## src/rtl/rtnh_pkg.sv

```systemverilog
// Package for the ray/triangle nearest-hit block: payload types, widths,
// register indexes and the multiply sequence table. No dependencies.
package rtnh_pkg;

    localparam int COORD_WIDTH = 16;
    localparam int DIST_WIDTH  = 32;
    localparam int QUOT_SHIFT  = 22;                   // 16 + 14 - 8
    localparam int EW          = COORD_WIDTH + 1;      // edge vectors
    localparam int PW          = 2 * COORD_WIDTH + 2;  // cross products
    localparam int SW          = 3 * COORD_WIDTH + 5;  // dot products
    localparam int RW          = SW + DIST_WIDTH;      // divider remainder
    localparam int MUL_STEPS   = 24;
    localparam int DIV_STEPS   = DIST_WIDTH - 1;
    localparam int STEP_W      = 5;
    localparam int CFG_IDX_W   = 3;
    localparam int CFG_DATA_W  = 16;

    localparam logic [CFG_IDX_W-1:0] CFG_ORIGIN_X = 3'd0;
    localparam logic [CFG_IDX_W-1:0] CFG_ORIGIN_Y = 3'd1;
    localparam logic [CFG_IDX_W-1:0] CFG_ORIGIN_Z = 3'd2;
    localparam logic [CFG_IDX_W-1:0] CFG_DIR_X    = 3'd3;
    localparam logic [CFG_IDX_W-1:0] CFG_DIR_Y    = 3'd4;
    localparam logic [CFG_IDX_W-1:0] CFG_DIR_Z    = 3'd5;
    localparam logic [CFG_IDX_W-1:0] CFG_DET_MIN  = 3'd6;

    localparam logic signed [COORD_WIDTH-1:0] DIR_Z_RESET = COORD_WIDTH'(16384);
    localparam logic signed [DIST_WIDTH-1:0]  DIST_MAX    = {1'b0, {(DIST_WIDTH-1){1'b1}}};

    typedef struct packed {
        logic signed [COORD_WIDTH-1:0] a_x;
        logic signed [COORD_WIDTH-1:0] a_y;
        logic signed [COORD_WIDTH-1:0] a_z;
        logic signed [COORD_WIDTH-1:0] b_x;
        logic signed [COORD_WIDTH-1:0] b_y;
        logic signed [COORD_WIDTH-1:0] b_z;
        logic signed [COORD_WIDTH-1:0] c_x;
        logic signed [COORD_WIDTH-1:0] c_y;
        logic signed [COORD_WIDTH-1:0] c_z;
        logic                          last_triangle;
    } t_tri_in;

    typedef struct packed {
        logic                         hit;
        logic signed [DIST_WIDTH-1:0] distance;
        logic signed [DIST_WIDTH-1:0] nearest;
        logic                         batch_done;
    } t_hit_out;

    typedef enum logic [1:0] {A_DIR, A_E1, A_E2, A_T} t_asel;
    typedef enum logic [1:0] {B_E1, B_E2, B_P, B_Q} t_bsel;
    typedef enum logic [2:0] {D_P, D_Q, D_DET, D_U, D_V, D_N} t_dst;

    typedef struct packed {
        t_asel      asel;
        logic [1:0] acomp;
        t_bsel      bsel;
        logic [1:0] bcomp;
        t_dst       dst;
        logic [1:0] dcomp;
        logic       first;
        logic       sub;
    } t_mstep;

    typedef struct packed {
        logic              load;
        logic              mul_en;
        logic [STEP_W-1:0] step;
        logic              check;
        logic              div_init;
        logic              div_step;
        logic              out_load;
    } t_cmd;

    typedef struct packed {
        logic hit;
    } t_sts;

    function automatic t_mstep mk(t_asel as, logic [1:0] ac, t_bsel bs, logic [1:0] bc,
                                  t_dst ds, logic [1:0] dc, logic fi, logic su);
        t_mstep r;
        r.asel  = as;
        r.acomp = ac;
        r.bsel  = bs;
        r.bcomp = bc;
        r.dst   = ds;
        r.dcomp = dc;
        r.first = fi;
        r.sub   = su;
        return r;
    endfunction

    // p = dir x e2, q = t x e1, then det, u, v and the distance numerator.
    function automatic t_mstep mstep_at(logic [STEP_W-1:0] s);
        t_mstep r;
        case (s)
            5'd0:  r = mk(A_DIR, 2'd1, B_E2, 2'd2, D_P, 2'd0, 1'b1, 1'b0);
            5'd1:  r = mk(A_DIR, 2'd2, B_E2, 2'd1, D_P, 2'd0, 1'b0, 1'b1);
            5'd2:  r = mk(A_DIR, 2'd2, B_E2, 2'd0, D_P, 2'd1, 1'b1, 1'b0);
            5'd3:  r = mk(A_DIR, 2'd0, B_E2, 2'd2, D_P, 2'd1, 1'b0, 1'b1);
            5'd4:  r = mk(A_DIR, 2'd0, B_E2, 2'd1, D_P, 2'd2, 1'b1, 1'b0);
            5'd5:  r = mk(A_DIR, 2'd1, B_E2, 2'd0, D_P, 2'd2, 1'b0, 1'b1);
            5'd6:  r = mk(A_T,   2'd1, B_E1, 2'd2, D_Q, 2'd0, 1'b1, 1'b0);
            5'd7:  r = mk(A_T,   2'd2, B_E1, 2'd1, D_Q, 2'd0, 1'b0, 1'b1);
            5'd8:  r = mk(A_T,   2'd2, B_E1, 2'd0, D_Q, 2'd1, 1'b1, 1'b0);
            5'd9:  r = mk(A_T,   2'd0, B_E1, 2'd2, D_Q, 2'd1, 1'b0, 1'b1);
            5'd10: r = mk(A_T,   2'd0, B_E1, 2'd1, D_Q, 2'd2, 1'b1, 1'b0);
            5'd11: r = mk(A_T,   2'd1, B_E1, 2'd0, D_Q, 2'd2, 1'b0, 1'b1);
            5'd12: r = mk(A_E1,  2'd0, B_P,  2'd0, D_DET, 2'd0, 1'b1, 1'b0);
            5'd13: r = mk(A_E1,  2'd1, B_P,  2'd1, D_DET, 2'd0, 1'b0, 1'b0);
            5'd14: r = mk(A_E1,  2'd2, B_P,  2'd2, D_DET, 2'd0, 1'b0, 1'b0);
            5'd15: r = mk(A_T,   2'd0, B_P,  2'd0, D_U, 2'd0, 1'b1, 1'b0);
            5'd16: r = mk(A_T,   2'd1, B_P,  2'd1, D_U, 2'd0, 1'b0, 1'b0);
            5'd17: r = mk(A_T,   2'd2, B_P,  2'd2, D_U, 2'd0, 1'b0, 1'b0);
            5'd18: r = mk(A_DIR, 2'd0, B_Q,  2'd0, D_V, 2'd0, 1'b1, 1'b0);
            5'd19: r = mk(A_DIR, 2'd1, B_Q,  2'd1, D_V, 2'd0, 1'b0, 1'b0);
            5'd20: r = mk(A_DIR, 2'd2, B_Q,  2'd2, D_V, 2'd0, 1'b0, 1'b0);
            5'd21: r = mk(A_E2,  2'd0, B_Q,  2'd0, D_N, 2'd0, 1'b1, 1'b0);
            5'd22: r = mk(A_E2,  2'd1, B_Q,  2'd1, D_N, 2'd0, 1'b0, 1'b0);
            5'd23: r = mk(A_E2,  2'd2, B_Q,  2'd2, D_N, 2'd0, 1'b0, 1'b0);
            default: r = mk(A_DIR, 2'd0, B_E1, 2'd0, D_P, 2'd0, 1'b1, 1'b0);
        endcase
        return r;
    endfunction

endpackage

```

## src/rtl/rtnh_datapath.sv

```systemverilog
// Datapath: ray registers, shared multiplier with accumulator, hit test,
// restoring divider and the result register. Depends on rtnh_pkg.
module rtnh_datapath (
    input  logic                                   i_clk,
    input  logic                                   i_rst_n,
    input  logic                                   i_cfg_valid,
    input  logic [rtnh_pkg::CFG_IDX_W-1:0]         i_cfg_index,
    input  logic [rtnh_pkg::CFG_DATA_W-1:0]        i_cfg_data,
    input  rtnh_pkg::t_tri_in                      i_data,
    input  rtnh_pkg::t_cmd                         i_cmd,
    output rtnh_pkg::t_sts                         o_sts,
    output rtnh_pkg::t_hit_out                     o_data
);

    localparam int CW = rtnh_pkg::COORD_WIDTH;
    localparam int EW = rtnh_pkg::EW;
    localparam int PW = rtnh_pkg::PW;
    localparam int SW = rtnh_pkg::SW;
    localparam int RW = rtnh_pkg::RW;
    localparam int DW = rtnh_pkg::DIST_WIDTH;

    logic signed [CW-1:0] r_org [3];
    logic signed [CW-1:0] r_dir [3];
    logic [15:0]          r_det_min;

    logic signed [EW-1:0] r_e1 [3];
    logic signed [EW-1:0] r_e2 [3];
    logic signed [EW-1:0] r_t  [3];
    logic signed [PW-1:0] r_p  [3];
    logic signed [PW-1:0] r_q  [3];
    logic signed [SW-1:0] r_det, r_u, r_v, r_n;
    logic                 r_last;

    logic                       r_mv;
    rtnh_pkg::t_mstep           r_ms;
    logic signed [EW+PW-1:0]    r_prod;

    logic                 r_hit, r_neg, r_sat;
    logic [SW-1:0]        r_nabs;
    logic [RW-1:0]        r_rem, r_dsh;
    logic [DW-2:0]        r_quo;
    logic signed [DW-1:0] r_near;
    rtnh_pkg::t_hit_out   r_out;

    logic signed [CW-1:0] va [3], vb [3], vc [3];
    logic signed [EW-1:0] a_vec [3];
    logic signed [PW-1:0] b_vec [3];
    logic signed [EW-1:0] a_op;
    logic signed [PW-1:0] b_op;
    rtnh_pkg::t_mstep     ms;
    logic signed [SW-1:0] acc_cur, acc_base, acc_res;
    logic signed [SW-1:0] dmin;
    logic signed [SW:0]   uv, det_x;
    logic                 ok;
    logic [RW-1:0]        num_sh, det_top;
    logic                 ge;
    logic [DW-1:0]        lim, mag;
    logic signed [DW-1:0] sdist, res_dist, new_near;

    // Ray configuration.
    always_ff @(posedge i_clk) begin
        if (!i_rst_n) begin
            r_org[0]  <= '0;
            r_org[1]  <= '0;
            r_org[2]  <= '0;
            r_dir[0]  <= '0;
            r_dir[1]  <= '0;
            r_dir[2]  <= rtnh_pkg::DIR_Z_RESET;
            r_det_min <= 16'd1;
        end else if (i_cfg_valid) begin
            case (i_cfg_index)
                rtnh_pkg::CFG_ORIGIN_X: r_org[0]  <= i_cfg_data;
                rtnh_pkg::CFG_ORIGIN_Y: r_org[1]  <= i_cfg_data;
                rtnh_pkg::CFG_ORIGIN_Z: r_org[2]  <= i_cfg_data;
                rtnh_pkg::CFG_DIR_X:    r_dir[0]  <= i_cfg_data;
                rtnh_pkg::CFG_DIR_Y:    r_dir[1]  <= i_cfg_data;
                rtnh_pkg::CFG_DIR_Z:    r_dir[2]  <= i_cfg_data;
                rtnh_pkg::CFG_DET_MIN:  r_det_min <= i_cfg_data;
                default: ;
            endcase
        end
    end

    always_comb begin
        va[0] = i_data.a_x; va[1] = i_data.a_y; va[2] = i_data.a_z;
        vb[0] = i_data.b_x; vb[1] = i_data.b_y; vb[2] = i_data.b_z;
        vc[0] = i_data.c_x; vc[1] = i_data.c_y; vc[2] = i_data.c_z;
    end

    always_ff @(posedge i_clk) begin
        if (i_cmd.load) begin
            for (int k = 0; k < 3; k++) begin
                r_e1[k] <= EW'(vb[k]) - EW'(va[k]);
                r_e2[k] <= EW'(vc[k]) - EW'(va[k]);
                r_t[k]  <= EW'(r_org[k]) - EW'(va[k]);
            end
            r_last <= i_data.last_triangle;
        end
    end

    // Operand selection for the shared multiplier.
    always_comb begin
        ms = rtnh_pkg::mstep_at(i_cmd.step);
        for (int k = 0; k < 3; k++) begin
            case (ms.asel)
                rtnh_pkg::A_DIR: a_vec[k] = EW'(r_dir[k]);
                rtnh_pkg::A_E1:  a_vec[k] = r_e1[k];
                rtnh_pkg::A_E2:  a_vec[k] = r_e2[k];
                rtnh_pkg::A_T:   a_vec[k] = r_t[k];
                default:         a_vec[k] = '0;
            endcase
            case (ms.bsel)
                rtnh_pkg::B_E1: b_vec[k] = PW'(r_e1[k]);
                rtnh_pkg::B_E2: b_vec[k] = PW'(r_e2[k]);
                rtnh_pkg::B_P:  b_vec[k] = r_p[k];
                rtnh_pkg::B_Q:  b_vec[k] = r_q[k];
                default:        b_vec[k] = '0;
            endcase
        end
        a_op = a_vec[ms.acomp];
        b_op = b_vec[ms.bcomp];
    end

    always_ff @(posedge i_clk) begin
        if (!i_rst_n) begin
            r_mv <= 1'b0;
        end else begin
            r_mv <= i_cmd.mul_en;
        end
        r_ms   <= ms;
        r_prod <= a_op * b_op;
    end

    // Accumulate the registered product into its destination.
    always_comb begin
        case (r_ms.dst)
            rtnh_pkg::D_P:   acc_cur = SW'(r_p[r_ms.dcomp]);
            rtnh_pkg::D_Q:   acc_cur = SW'(r_q[r_ms.dcomp]);
            rtnh_pkg::D_DET: acc_cur = r_det;
            rtnh_pkg::D_U:   acc_cur = r_u;
            rtnh_pkg::D_V:   acc_cur = r_v;
            rtnh_pkg::D_N:   acc_cur = r_n;
            default:         acc_cur = '0;
        endcase
        acc_base = r_ms.first ? '0 : acc_cur;
        acc_res  = r_ms.sub ? acc_base - SW'(r_prod) : acc_base + SW'(r_prod);
    end

    always_ff @(posedge i_clk) begin
        if (r_mv) begin
            case (r_ms.dst)
                rtnh_pkg::D_P:   r_p[r_ms.dcomp] <= acc_res[PW-1:0];
                rtnh_pkg::D_Q:   r_q[r_ms.dcomp] <= acc_res[PW-1:0];
                rtnh_pkg::D_DET: r_det <= acc_res;
                rtnh_pkg::D_U:   r_u   <= acc_res;
                rtnh_pkg::D_V:   r_v   <= acc_res;
                rtnh_pkg::D_N:   r_n   <= acc_res;
                default: ;
            endcase
        end
    end

    // Front-face hit test; a zero threshold behaves as one.
    always_comb begin
        dmin  = (r_det_min == 16'd0) ? SW'(1) : $signed(SW'(r_det_min));
        uv    = (SW+1)'(r_u) + (SW+1)'(r_v);
        det_x = (SW+1)'(r_det);
        ok    = (r_det >= dmin) && !r_u[SW-1] && (r_u <= r_det) && !r_v[SW-1] && (uv <= det_x);
    end

    // Divider: the magnitude is compared against det shifted to each quotient bit.
    always_comb begin
        num_sh  = RW'(r_nabs) << rtnh_pkg::QUOT_SHIFT;
        det_top = RW'($unsigned(r_det)) << (DW - 1);
        ge      = (r_rem >= r_dsh);
    end

    always_ff @(posedge i_clk) begin
        if (i_cmd.check) begin
            r_hit  <= ok;
            r_neg  <= r_n[SW-1];
            r_nabs <= r_n[SW-1] ? $unsigned(-r_n) : $unsigned(r_n);
        end
        if (i_cmd.div_init) begin
            r_sat <= (num_sh >= det_top);
            r_rem <= num_sh;
            r_dsh <= RW'($unsigned(r_det)) << (DW - 2);
            r_quo <= '0;
        end else if (i_cmd.div_step) begin
            r_rem <= ge ? r_rem - r_dsh : r_rem;
            r_dsh <= r_dsh >> 1;
            r_quo <= {r_quo[DW-3:0], ge};
        end
    end

    always_comb begin
        lim      = r_neg ? {1'b1, {(DW-1){1'b0}}} : {1'b0, {(DW-1){1'b1}}};
        mag      = r_sat ? lim : {1'b0, r_quo};
        sdist    = r_neg ? $signed(-mag) : $signed(mag);
        res_dist = r_hit ? sdist : rtnh_pkg::DIST_MAX;
        new_near = (res_dist < r_near) ? res_dist : r_near;
    end

    always_ff @(posedge i_clk) begin
        if (!i_rst_n) begin
            r_near <= rtnh_pkg::DIST_MAX;
        end else if (i_cmd.out_load) begin
            r_near <= r_last ? rtnh_pkg::DIST_MAX : new_near;
        end
        if (i_cmd.out_load) begin
            r_out.hit        <= r_hit;
            r_out.distance   <= res_dist;
            r_out.nearest    <= new_near;
            r_out.batch_done <= r_last;
        end
    end

    assign o_sts.hit = r_hit;
    assign o_data    = r_out;

endmodule

```

## src/rtl/rtnh_ctrl.sv

```systemverilog
// Controller: sequences load, multiply steps, hit test, division and the
// hand-over to the result register. Depends on rtnh_pkg.
module rtnh_ctrl (
    input  logic           i_clk,
    input  logic           i_rst_n,
    input  logic           i_valid,
    output logic           o_stall,
    output logic           o_valid,
    input  logic           i_stall,
    input  rtnh_pkg::t_sts i_sts,
    output rtnh_pkg::t_cmd o_cmd
);

    localparam int SWD = rtnh_pkg::STEP_W;

    typedef enum logic [2:0] {
        S_IDLE, S_MUL, S_DRAIN, S_CHECK, S_DIVINIT, S_DIV, S_OUT
    } t_state;

    t_state         r_state, n_state;
    logic [SWD-1:0] r_cnt, n_cnt;
    logic           r_out_valid, n_out_valid;

    always_comb begin
        n_state     = r_state;
        n_cnt       = r_cnt;
        n_out_valid = r_out_valid && i_stall;
        o_cmd       = '0;
        o_cmd.step  = r_cnt;
        case (r_state)
            S_IDLE: begin
                if (i_valid) begin
                    o_cmd.load = 1'b1;
                    n_cnt      = '0;
                    n_state    = S_MUL;
                end
            end
            S_MUL: begin
                o_cmd.mul_en = 1'b1;
                if (r_cnt == SWD'(rtnh_pkg::MUL_STEPS - 1)) begin
                    n_state = S_DRAIN;
                end else begin
                    n_cnt = r_cnt + 1'b1;
                end
            end
            S_DRAIN: begin
                n_state = S_CHECK;
            end
            S_CHECK: begin
                o_cmd.check = 1'b1;
                n_state     = S_DIVINIT;
            end
            S_DIVINIT: begin
                o_cmd.div_init = 1'b1;
                n_cnt          = '0;
                n_state        = i_sts.hit ? S_DIV : S_OUT;
            end
            S_DIV: begin
                o_cmd.div_step = 1'b1;
                if (r_cnt == SWD'(rtnh_pkg::DIV_STEPS - 1)) begin
                    n_state = S_OUT;
                end else begin
                    n_cnt = r_cnt + 1'b1;
                end
            end
            S_OUT: begin
                // The result register is free, or is emptied at this edge.
                if (!r_out_valid || !i_stall) begin
                    o_cmd.out_load = 1'b1;
                    n_out_valid    = 1'b1;
                    n_state        = S_IDLE;
                end
            end
            default: begin
                n_state = S_IDLE;
            end
        endcase
    end

    always_ff @(posedge i_clk) begin
        if (!i_rst_n) begin
            r_state     <= S_IDLE;
            r_cnt       <= '0;
            r_out_valid <= 1'b0;
        end else begin
            r_state     <= n_state;
            r_cnt       <= n_cnt;
            r_out_valid <= n_out_valid;
        end
    end

    assign o_stall = (r_state != S_IDLE);
    assign o_valid = r_out_valid;

endmodule

```

## src/rtl/ray_triangle_nearest_hit.sv

```systemverilog
// Ray/triangle nearest-hit block: top level joining controller and datapath.
// Depends on rtnh_pkg, rtnh_ctrl and rtnh_datapath.
//
// The ray is set through the configuration channel (i_cfg_valid/o_cfg_ready,
// index and data): origin x/y/z, direction x/y/z and the determinant threshold.
// Writes are taken in any cycle but must only be made while the block is idle.
// Triangles arrive on i_valid/o_stall with i_data; one result per triangle
// leaves on o_valid/i_stall with o_data, in order.
// One triangle is processed at a time. It steps through the shared multiplier
// (two cross products and four dot products), then the drain, check and
// divider-start states, for a hit the one-bit-per-cycle divider, and last
// the hand-over to the output register.
// A finished result sits in the output register; while the receiver stalls,
// the block still accepts and computes the next request and holds it until
// the output register is free.
// Reset clears the ray to origin zero, direction +z, threshold one, empties the
// output register and sets the running nearest distance to its largest value.
module ray_triangle_nearest_hit (
    input  logic                             i_clk,
    input  logic                             i_rst_n,
    input  logic                             i_cfg_valid,
    output logic                             o_cfg_ready,
    input  logic [rtnh_pkg::CFG_IDX_W-1:0]   i_cfg_index,
    input  logic [rtnh_pkg::CFG_DATA_W-1:0]  i_cfg_data,
    input  logic                             i_valid,
    output logic                             o_stall,
    input  rtnh_pkg::t_tri_in                i_data,
    output logic                             o_valid,
    input  logic                             i_stall,
    output rtnh_pkg::t_hit_out               o_data
);

    rtnh_pkg::t_cmd cmd;
    rtnh_pkg::t_sts sts;

    assign o_cfg_ready = 1'b1;

    rtnh_ctrl u_ctrl (
        .i_clk   (i_clk),
        .i_rst_n (i_rst_n),
        .i_valid (i_valid),
        .o_stall (o_stall),
        .o_valid (o_valid),
        .i_stall (i_stall),
        .i_sts   (sts),
        .o_cmd   (cmd)
    );

    rtnh_datapath u_dp (
        .i_clk       (i_clk),
        .i_rst_n     (i_rst_n),
        .i_cfg_valid (i_cfg_valid),
        .i_cfg_index (i_cfg_index),
        .i_cfg_data  (i_cfg_data),
        .i_data      (i_data),
        .i_cmd       (cmd),
        .o_sts       (sts),
        .o_data      (o_data)
    );

endmodule

```

## config.mk

```make
export PLATFORM = sky130hd
export DESIGN_NAME = ray_triangle_nearest_hit
export DESIGN_NICKNAME = d
export VERILOG_FILES = /design/src/rtl/rtnh_pkg.sv /design/src/rtl/rtnh_datapath.sv /design/src/rtl/rtnh_ctrl.sv /design/src/rtl/ray_triangle_nearest_hit.sv
export SDC_FILE = /design/constraint.sdc
export NUM_CORES = 2
export LEC_CHECK = 0
export ABC_AREA = 1
export CORE_MARGIN = 5
export CORE_UTILIZATION = 50
export DETAILED_ROUTE_END_ITERATION = 7
export DONT_BUFFER_PORTS = 1
export GPL_TIMING_DRIVEN = 0
export SYNTH_ARGS = -nofsm -noshare
export SYNTH_HDL_FRONTEND = slang
export SYNTH_HIERARCHICAL = 1
export SYNTH_SLANG_ARGS = --single-unit
```

## constraint.sdc

```tcl
create_clock -name i_clk -period 18.36 [get_ports i_clk]
set_input_delay 0 -clock i_clk [delete_from_list [all_inputs] [get_ports i_clk]]
set_output_delay 0 -clock i_clk [all_outputs]
set_load 0.05 [all_outputs]
```

==> flow_results.org <==
** Cells and area
- Number of nets at the end of the flow :: 12800
- Cells fill 56.9% of the core in the end.
- The sequential cells in the finished layout cover a total of 33100 um^2.
- Counting the fill cells in the layout gives 17000.
- Excluding fillers, the count of instances in the completed layout stands at 14000.
- Summing all multi-input logic gate instances after layout gives 52100 um^2.
- Ratio of cells with drive above 1 in the final layout :: 4.93%
- From synthesis to final layout, the design area changed by 13.2%.

** Clocking
- The H-tree generated during clock tree synthesis spans 4 levels.
- Clk Latency, worst-skew pair :: 0.84 ns
- Largest buffer count on any clock path :: 3
- TritonCTS buffer count :: 133
- TritonCTS built the clock tree.
- After clock tree synthesis, the clock-pin slew on the worst setup and hold paths is 0.06 ns.
- Total clock sinks :: 1171
- CTS root buffer :: sky130_fd_sc_hd__clkbuf_16

** Drt
- First DRT Iteration DRCs :: 9493
- Routed via count divided by cell count :: 5.97
- Average wire per cell in the routed design :: 27.1 um
- Detailed routing inserted a total of 83500 vias.
- Routed WL :: 379 mm
- In the routed design, unresolved DRC markers number 0.
- Once detail routing completed, the nets flagged for antenna violations numbered 0.
- Detailed-routing iteration count for the pre-antenna-repair pass :: 8

** Synthesis
- Cell with the most instances after synthesis :: sky130_fd_sc_hd__nand2_1
- Netlist area before placement :: 93200 um^2
- The synthesized netlist devotes 20.9% of its cell area to adder and majority cells.
- Xor and xnor fraction of the mapped netlist area :: 4.17%
- Fraction of synthesis flops using an asynchronous set or reset pin :: 0%
- Gate count of the mapped netlist :: 10900
- Mean area per synthesized cell :: 8.59 um^2
- Summing the areas of all compound-gate instances in the mapped netlist gives 14.3% of the synthesized area.
- Among all flip-flop cells after synthesis, the most frequent one is sky130_fd_sc_hd__edfxtp_1.
- After synthesis the netlist holds a flip-flop and latch count of 1171.
- Synth top area cells :: sky130_fd_sc_hd__edfxtp_1, sky130_fd_sc_hd__fa_1, sky130_fd_sc_hd__ha_1
- Post-synthesis cell type count :: 79
- Share of cell area taken by muxes after synthesis :: 0%
- The biggest area contributor in the post-synthesis netlist is sky130_fd_sc_hd__edfxtp_1.
- By count the netlist is led by sky130_fd_sc_hd__nand2_1, sky130_fd_sc_hd__inv_1, sky130_fd_sc_hd__nor2_1, sky130_fd_sc_hd__edfxtp_1, sky130_fd_sc_hd__a21oi_1.
- Post-synth EDFFs :: 962
- Part of the Yosys area used for sequential elements :: 35.5%
- Warnings from Yosys :: 6
- Area fraction of the dominant cell type after synthesis :: 31.0%
- Post-synthesis share of cell area spent on and, or, nand and nor gates :: 16.2%
- Dominant combinational cell family by area after synthesis :: adder cells
- The number of nets in the synthesized netlist is 12200.

** Place
- Counting tap cells, the placed design contains a total of 13400 instances.
- The congestion estimate from routability-driven global placement came to 1.04.
- Estimated wirelength of the detail-placed design :: 308 mm
- In this run the tool buffered the top-level ports with 0 buffer cells.
- Prior to clock tree synthesis, the placed netlist has a worst setup slack of 8.50 ns.

** Timing
- Setup violations remaining at the end of the flow were counted as 0.
- Transition time at the pin with the least slew margin :: 1.59 ns
- In the finished design, the share of the clock period the worst path needs comes to 55.0%.
- Endpoints failing hold :: 0
- Worst slew margin relative to its limit :: -6.03%
- Across all setup checks in the final design, the least slack found is 8.26 ns.
- Setup repair after global routing missed its margin :: false
- The final-report max-slew violation count came to 13.
- Time the final worst path needs with I/O delays and setup :: 10.10 ns
- Setup total negative slack on the finished layout was measured at 0 ns.
- Across the routed clock network, the largest skew measured is 0.0827 ns.
- Timing would allow up to 0.0990 GHz.

** Global route
- In the global route stage, overall resource usage came out at 37.7%.
- Pin count of the biggest net entering global routing :: 63
- The via count of the first global-routing pass is 81400.
- Initial antenna violation count :: 20
- First-pass GRT wire length :: 547 mm
- Sum of overflow across all layers after global routing :: 0

** Critical path
- Of all nets on the critical path, the largest fanout is 12.
- Number of cells on the worst reg-to-reg path :: 30
- The worst register-to-register path begins at u_ctrl/r_cnt[4]$_SDFFE_PN0P_.
- Cell with the most instances on the worst path :: sky130_fd_sc_hd__fa_1
- R2R Setup Slk :: 8.26 ns
- At the worst endpoint, the arrival time is 10.79 ns.
- The worst register-to-register path ends at u_dp/r_prod[48]$_DFF_P_.
- The critical path is of the register to register type.
- For this design, the slowest cell found on the critical path is sky130_fd_sc_hd__a32oi_1.
- Crit start category :: register
- Required time reported for the critical path endpoint :: 19.05 ns
- CP peak stage delay :: 0.68 ns
- Worst setup EP type :: register

** Floorplanning
- After floorplanning, the core was divided into 158 placement rows.
- Die Outline Area :: 195000 um^2
- The die is 442 um tall.
- For this configuration, the core starts out at a cell density of 50.3%.
- In this run the count of I/O pins placed on the die edge is 238.
- Floorplan core area :: 185000 um^2
- In this run the horizontal extent of the chip is 442 um.

** Status
- Outcome :: complete, but fails checks
- The final reports fail on capacitance limit, slew limit.

** Hold path
- Worst Hold Path EP :: u_dp/r_org[0][47]$_DFFE_PP_
- Class of the most critical hold timing path :: input port to register
- The worst hold path passes through 3 cells.
- The startpoint identified for the worst hold timing path is i_cfg_index[0].

** Flow run
- Max-cap violations in this run came to 1.
-- state kept, by name, indices dropped and copies added, names as in the netlist, 48 cells and up --
signal and cells:
u_dp/r_u 53, u_dp/r_t 51, u_dp/r_n 53, u_dp/r_rem 85, u_dp/o_data 66, u_dp/r_dsh 83
u_dp/r_dir 48, u_dp/r_nabs 53, u_dp/r_org 48, u_dp/r_p 136, u_dp/r_e1 51, u_dp/r_prod 51
u_dp/r_q 136, u_dp/r_e2 51, u_dp/r_det 53, u_dp/r_v 53
-- logic make-up (layout without fill, tap and decap cells) --
| logic type | count (synthesis) | count (layout) |
|---|---|---|
| simple gates | 3641 | 3641 |
| other cells | 1 | 8 |
| xor+xnor | 444 | 444 |
| fa+ha+maj | 1222 | 1222 |
| buf+inv | 2136 | 2799 |
| compound gates | 2238 | 2238 |
| flops | 1171 | 1171 |
-- what timing repair did --
action	in CTS	in global routing
setup buffers	0	0
endpoints found under the hold margin	408	0
gates resized for setup	0	0
hold buffers	386	0
-- through the flow --
step	hold WS (ns)	instance area [um^2]
after global placement	0.0991	96300
after detailed placement	0.0991	97200
final	0.0772	106000
after floorplan	0.0989	93200
after CTS	0.0111	106000
after global routing	0.0599	106000
-- worst max path at each step --
stage | from | cells after the start | slack [ns] | end
after floorplan | u_ctrl/r_state[0]$_SDFFE_PN0P_ | 3 | 10.26 | u_dp/r_e1[0][0]$_DFFE_PP_
after global placement | u_ctrl/r_state[0]$_SDFFE_PN0P_ | 3 | 7.33 | u_dp/r_e1[0][35]$_DFFE_PP_
after detailed placement | u_ctrl/r_cnt[4]$_SDFFE_PN0P_ | 30 | 8.50 | u_dp/r_prod[48]$_DFF_P_
after CTS | u_ctrl/r_cnt[4]$_SDFFE_PN0P_ | 30 | 8.45 | u_dp/r_prod[48]$_DFF_P_
after global routing | u_ctrl/r_cnt[4]$_SDFFE_PN0P_ | 30 | 8.00 | u_dp/r_prod[48]$_DFF_P_
final | u_ctrl/r_cnt[4]$_SDFFE_PN0P_ | 30 | 8.26 | u_dp/r_prod[48]$_DFF_P_
-- critical path: cells and delay by family, from the launching register on --
family | cells | cell delay, ns
flops | 1 | 0.66
buf+inv | 6 | 1.32
fa+ha+maj | 7 | 3.60
xor+xnor | 1 | 0.15
compound gates | 9 | 2.81
simple gates | 7 | 1.37
-- layout by cell type, fill, tap and decap left out, types with 43 or more instances in the layout --
cell,n
sky130_fd_sc_hd__nor4_1,57
sky130_fd_sc_hd__dlygate4sd3_1,386
sky130_fd_sc_hd__xnor2_1,132
sky130_fd_sc_hd__a31oi_1,80
sky130_fd_sc_hd__o211ai_1,93
sky130_fd_sc_hd__o22ai_1,194
sky130_fd_sc_hd__a22oi_1,51
sky130_fd_sc_hd__o21ai_0,578
sky130_fd_sc_hd__fa_1,563
sky130_fd_sc_hd__a221oi_1,46
sky130_fd_sc_hd__dfxtp_1,209
sky130_fd_sc_hd__buf_2,90
sky130_fd_sc_hd__clkbuf_16,135
sky130_fd_sc_hd__nor3_1,95
sky130_fd_sc_hd__nand2_1,1868
sky130_fd_sc_hd__nand3_1,474
sky130_fd_sc_hd__nand4_1,94
sky130_fd_sc_hd__nor2_1,952
sky130_fd_sc_hd__clkbuf_1,185
sky130_fd_sc_hd__inv_2,46
sky130_fd_sc_hd__a21oi_1,840
sky130_fd_sc_hd__ha_1,659
sky130_fd_sc_hd__a21boi_0,43
sky130_fd_sc_hd__edfxtp_1,962
sky130_fd_sc_hd__xor2_1,293
sky130_fd_sc_hd__inv_1,1756
-- layer usage --
layer	track usage, %	vias up	wire [um]
met4	18.0	8	21900
met1	50.6	40600	154000
met3	8.17	851	37100
met2	58.4	4512	167000
li1	-	37500	-
met5	0	-	53
-- cell type report --
cell class | count | share of cell area [%]
inverter | 1810 | 6.44
multi-input combinational | 7546 | 49.3
buffer | 326 | 1.48
sequential | 1171 | 31.3
antenna | 7 | 0.0166
clock inverter | 79 | 0.852
timing repair buffer | 422 | 4.23
clock buffer | 162 | 3.39
tap | 2480 | 2.94
Power is not shown: default switching activity piles up to over one toggle a cycle in this logic, so the estimate is an artifact.
